`config.mk`:
```
export PLATFORM = sky130hd
export DESIGN_NAME = kksm_ctrl
export DESIGN_NICKNAME = d
export VERILOG_FILES = /design/src/hdl/kksm_pkg.sv /design/src/hdl/kksm_ctrl.sv
export SDC_FILE = /design/constraint.sdc
export NUM_CORES = 1
export LEC_CHECK = 0
export BUFFER_PORTS_ARGS = -buffer_cell sky130_fd_sc_hd__buf_2
export CORE_AREA = 2 2 39 41
export CTS_CLUSTER_DIAMETER = 30
export DETAILED_ROUTE_END_ITERATION = 10
export DIE_AREA = 0 0 41 43
export GPL_TIMING_DRIVEN = 0
export PLACE_DENSITY = 0.48
export SLEW_MARGIN = 20
export SYNTH_ARGS = -nofsm -noshare
export SYNTH_HDL_FRONTEND = slang
export SYNTH_SLANG_ARGS = --single-unit
```
`constraint.sdc`:
```
create_clock -name aclk -period 1.5 [get_ports aclk]
set_input_delay 0.3 -clock aclk [delete_from_list [all_inputs] [get_ports aclk]]
set_output_delay 0.3 -clock aclk [all_outputs]
set_load 0.02 [all_outputs]
```
`src/hdl/kksm_pkg.sv`:
```
// Shared types and constants for the keystroke keyword suffix matcher.
// Used by the controller, the datapath and the top level; no dependencies.
package kksm_pkg;

    // Default sizes; the top level passes its parameters down
    localparam int MAX_WINDOW_DEF   = 32;
    localparam int NUM_KEYWORDS_DEF = 16;

    // Window length register
    localparam int                 WLEN_W     = 6;
    localparam logic [WLEN_W-1:0]  WLEN_RESET = 6'd20;

    // Input item fields
    localparam int OPCODE_W   = 2;
    localparam int KEY_W      = 8;
    localparam int SLOT_W     = 4;
    localparam int POSITION_W = 5;
    localparam int LENGTH_W   = 6;

    // Stream widths
    localparam int S_TDATA_W = 24;
    localparam int S_TUSER_W = OPCODE_W;
    localparam int M_TDATA_W = 8;
    localparam int M_TUSER_W = 1;

    // Opcodes carried in s_tuser
    localparam logic [OPCODE_W-1:0] OP_KEY  = 2'd0;
    localparam logic [OPCODE_W-1:0] OP_CHAR = 2'd1;
    localparam logic [OPCODE_W-1:0] OP_LEN  = 2'd2;

    // Controller to datapath commands
    typedef struct packed {
        logic win_shift;   // shift a keystroke into the key window
        logic char_wr;     // write one keyword character
        logic len_wr;      // write one keyword length
        logic scan_init;   // start a scan at slot 0, clear the result
        logic slot_load;   // copy window to scan register, fetch slot length
        logic cmp_step;    // consume one scan register entry
        logic slot_adv;    // move to the next slot
        logic res_load;    // move the result into the output register
    } cmd_t;

    // Datapath to controller status
    typedef struct packed {
        logic len_zero;    // current slot disabled
        logic cmp_hit;     // last keyword character matched this cycle
        logic cmp_miss;    // slot cannot match
        logic last_slot;   // current slot is the highest one
        logic res_free;    // output register can take a result
    } sts_t;

endpackage

```
`src/hdl/kksm_ctrl.sv`:
```
// Sequencing state machine: accepts items, walks keyword slots, hands off results.
// Depends on kksm_pkg for the command/status structs and opcodes.
module kksm_ctrl (
    input  logic                              aclk,
    input  logic                              aresetn,
    input  logic                              s_tvalid,
    output logic                              s_tready,
    input  logic [kksm_pkg::OPCODE_W-1:0]     opcode,
    input  kksm_pkg::sts_t                    sts,
    output kksm_pkg::cmd_t                    cmd
);
    import kksm_pkg::*;

    typedef enum logic [3:0] {
        ST_IDLE = 4'b0001,
        ST_LOAD = 4'b0010,
        ST_CMP  = 4'b0100,
        ST_DONE = 4'b1000
    } state_t;

    state_t state_reg, state_next;

    always_ff @(posedge aclk) begin
        if (!aresetn) begin
            state_reg <= ST_IDLE;
        end else begin
            state_reg <= state_next;
        end
    end

    always_comb begin
        state_next = state_reg;
        cmd        = '0;
        s_tready   = 1'b0;
        case (state_reg)
            ST_IDLE: begin
                s_tready = 1'b1;
                if (s_tvalid) begin
                    case (opcode)
                        OP_KEY: begin
                            cmd.win_shift = 1'b1;
                            cmd.scan_init = 1'b1;
                            state_next    = ST_LOAD;
                        end
                        OP_CHAR: cmd.char_wr = 1'b1;
                        OP_LEN:  cmd.len_wr  = 1'b1;
                        default: ;  // unknown opcode: drop the transfer
                    endcase
                end
            end
            ST_LOAD: begin
                cmd.slot_load = 1'b1;
                if (sts.len_zero) begin
                    if (sts.last_slot) begin
                        state_next = ST_DONE;
                    end else begin
                        cmd.slot_adv = 1'b1;
                    end
                end else begin
                    state_next = ST_CMP;
                end
            end
            ST_CMP: begin
                cmd.cmp_step = 1'b1;
                if (sts.cmp_hit || sts.cmp_miss) begin
                    if (sts.last_slot) begin
                        state_next = ST_DONE;
                    end else begin
                        cmd.slot_adv = 1'b1;
                        state_next   = ST_LOAD;
                    end
                end
            end
            ST_DONE: begin
                if (sts.res_free) begin
                    cmd.res_load = 1'b1;
                    state_next   = ST_IDLE;
                end
            end
            default: state_next = ST_IDLE;
        endcase
    end

endmodule

```
==> flow_summary_export.csv <==
group,metric,value,unit
synth,yosys.area.top_type,"dfxtp_1",
timing,setup_ws,-0.220,ns
critical_path,slowest_delay,0.36,ns
cts,htreeDepth,1,
timing,fin_worst_skew,0.00174,ns
floorplan,die_area,0.00176,mm²
drt,drt_iter0_drc,0,
global_routing,gr-total-overflow,0,
timing,timing.final.crit_period,1.72,ns
synth,async_flop_share,0,%
cells_and_area,largest_register_ff_count,4,
global_routing,grt_pass1_vias,348,
synth,yosys-top-cells-count,"dfxtp_1, inv_1, nand2_1, nand3_1, nor2_1",
critical_path,cp.arrival,1.42,ns
floorplan,ios,19,
global_routing,grt_first_pass_wirelength,1440,µm
cts,cts_tree,"yes",
placed_design,hpwlAfterDp,589,µm
cells_and_area,nFillCells,133,
floorplan,die_y,43,µm
worst_hold_path,hold_class,"in2reg",
drt,vias,383,
placed_design,port_buffers,18,
critical_path,path_cells,"nor4b_4, nand2_2, nor3b_4, buf_6",
run_status,violations,"setup timing",
timing,period_share,115,%
power_and_ir_drop,power_density,509,mW/mm²
critical_path,required,1.20,ns
synth,synth_cells,36,
floorplan,rows,14,
floorplan,die_w,41,µm
critical_path,worst_path_max_delay_cell,"nor4b_4",
drt,viasPerCell,4.35,
critical_path,crit_path_start_kind,"flop",
timing,tns,-1.09,ns
placed_design,gp_congestion,0.625,
job,maxCapViolations,0,
timing,rsz0062_at_grt,"yes",
drt,firstDrtPassIters,1,
synth,netlist.area_leader.share,26.4,%
synth,synth-main-ff-cell,"dfxtp_1",
synth,syn-num-nets,46,
cts,clock_sinks,4,
drt,routedWlPerCell,10.4,µm
placed_design,dpl_cell_area,463,µm²
cts,path_clk_slew,0.04,ns
cells_and_area,fin_nets,84,
synth,synth_seq_cells,4,
timing,finalSetupViolations,9,
critical_path,crit_fanout,3,
cts,cts_buffers,3,
synth,netlist_top_cells_area,"dfxtp_1, nor4b_2, nor4b_4",
power_and_ir_drop,power_leakage,0.000316,µW
timing,clock.fmax,0.582,GHz
cts,clk_path_buf_depth,2,
power_and_ir_drop,p_total,360,µW
synth,synth_area,303,µm²
cells_and_area,final_area,707,µm²
cts,hold_buffers,0,
cts,clockRootBuffer,"clkbuf_4",
global_routing,antenna_found_initial,0,
critical_path,end_kind,"output pin",
synth,synth-edff-count,0,
synth,synth_cell_types,20,
timing,tightestPinTransition,0.313,ns
synth,yosysSeqAreaShare,26.4,%
drt,drc_errors,0,
cells_and_area,drive_gt1_share,73.6,%
timing,max_slew_margin,79.0,%
drt,wl,917,µm
timing,maxSlewViolCount,0,
drt,drtAntennaViolNets,0,
global_routing,grt_max_degree,7,
run_status,status,"finished, violations left",
cts,clock_latency,0.23,ns
critical_path,worstSetupPathType,"reg2out",
synth,ys_warn_count,0,
global_routing,grt.total_usage,12.5,%
power_and_ir_drop,peakVddDrop,0.000207,V
cells_and_area,diodes,0,
synth,syn_avg_cell_area,8.41,µm²
timing,hold_violations,0,
floorplan,initial_core_util,21.9,%
floorplan,core,0.00138,mm²
cells_and_area,synthToLayoutAreaGrowth,133,%
power breakdown:
group	leakage, µW	total [µW]	switching, µW	internal, µW
combinational	0.000268	118	51.5	66.6
clock	0.0000138	131	41.8	89.4
sequential	0.0000345	110	3.68	107
path summary, 6_finish.rpt:
path	start	end	slack, ns	depth (start not counted)
hold / removal	aresetn	state_reg[2]	0.35	3
hold reg to reg	state_reg[2]	state_reg[1]	0.59	3
setup / recovery	state_reg[2]	cmd[5]	-0.22	4
setup reg to reg	state_reg[0]	state_reg[3]	0.11	6
kinds of logic (layout without fill, tap and decap cells):
kind of cell    count (synthesis)  in the layout  synth area share, %
xor+xnor                        1              1                 2.89
compound gates                  6              6                 14.0
flops                           4              4                 26.4
buf+inv                         5             41                 7.44
simple gates                   20             20                 49.2
routing by layer:
layer  wire length [µm]  track usage, %  vias up
met1                424            16.0      169
met2                464            16.9       12
met4                  0            10.0        0
met5                  0               0        -
met3                 29            3.14        0
li1                   -               -      202
layout by cell type, fill, tap and decap left out, types with 2 or more instances in the layout:
cell type  Yosys  layout
buf_2          0       9
buf_4          1      11
buf_6          0      14
clkbuf_4       0       3
dfxtp_4        0       3
inv_1          4       3
nand2_1        3       2
nand3_1        3       2
nand3b_1       2       2
nor2_1         3       3
nor3b_4        0       2
nor4b_4        1       4
layout make-up:
cell class / count / area (µm²) / area share, %
Tap cell: 16 / 20.0 / 2.83
Buffer: 1 / 11.3 / 1.59
Clock buffer: 3 / 22.5 / 3.19
Timing Repair Buffer: 33 / 274 / 38.8
Inverter: 4 / 15.0 / 2.12
Multi-Input combinational cell: 27 / 272 / 38.4
Sequential cell: 4 / 92.6 / 13.1
critical path, delay by kind of cell (launching register included):
family                 cells  cell delay (ns)
buffers and inverters      1             0.14
DFF                        1             0.35
and+or+nand+nor            3             0.69
repair_timing:
action                     4_1_cts  5_1_grt
buffers inserted                10        5
pin swaps                        5        7
setup endpoints to repair        8       10
hold endpoints to repair         0        0
resized for setup               20       10
stage by stage:
stage | instances | util (%) | hold slack [ns] | worst slack, ns
after global routing | 88 | 51.1 | 0.387 | -0.278
final | 88 | 51.1 | 0.352 | -0.220
after CTS | 83 | 45.4 | 0.333 | -0.238
after detailed placement | 70 | 33.5 | 0.573 | -0.0779
after global placement | 70 | 33.5 | 0.575 | -0.0602
after floorplan | 36 | - | 0.461 | -0.107
No activity file was read; power rests on OpenSTA's default activity.
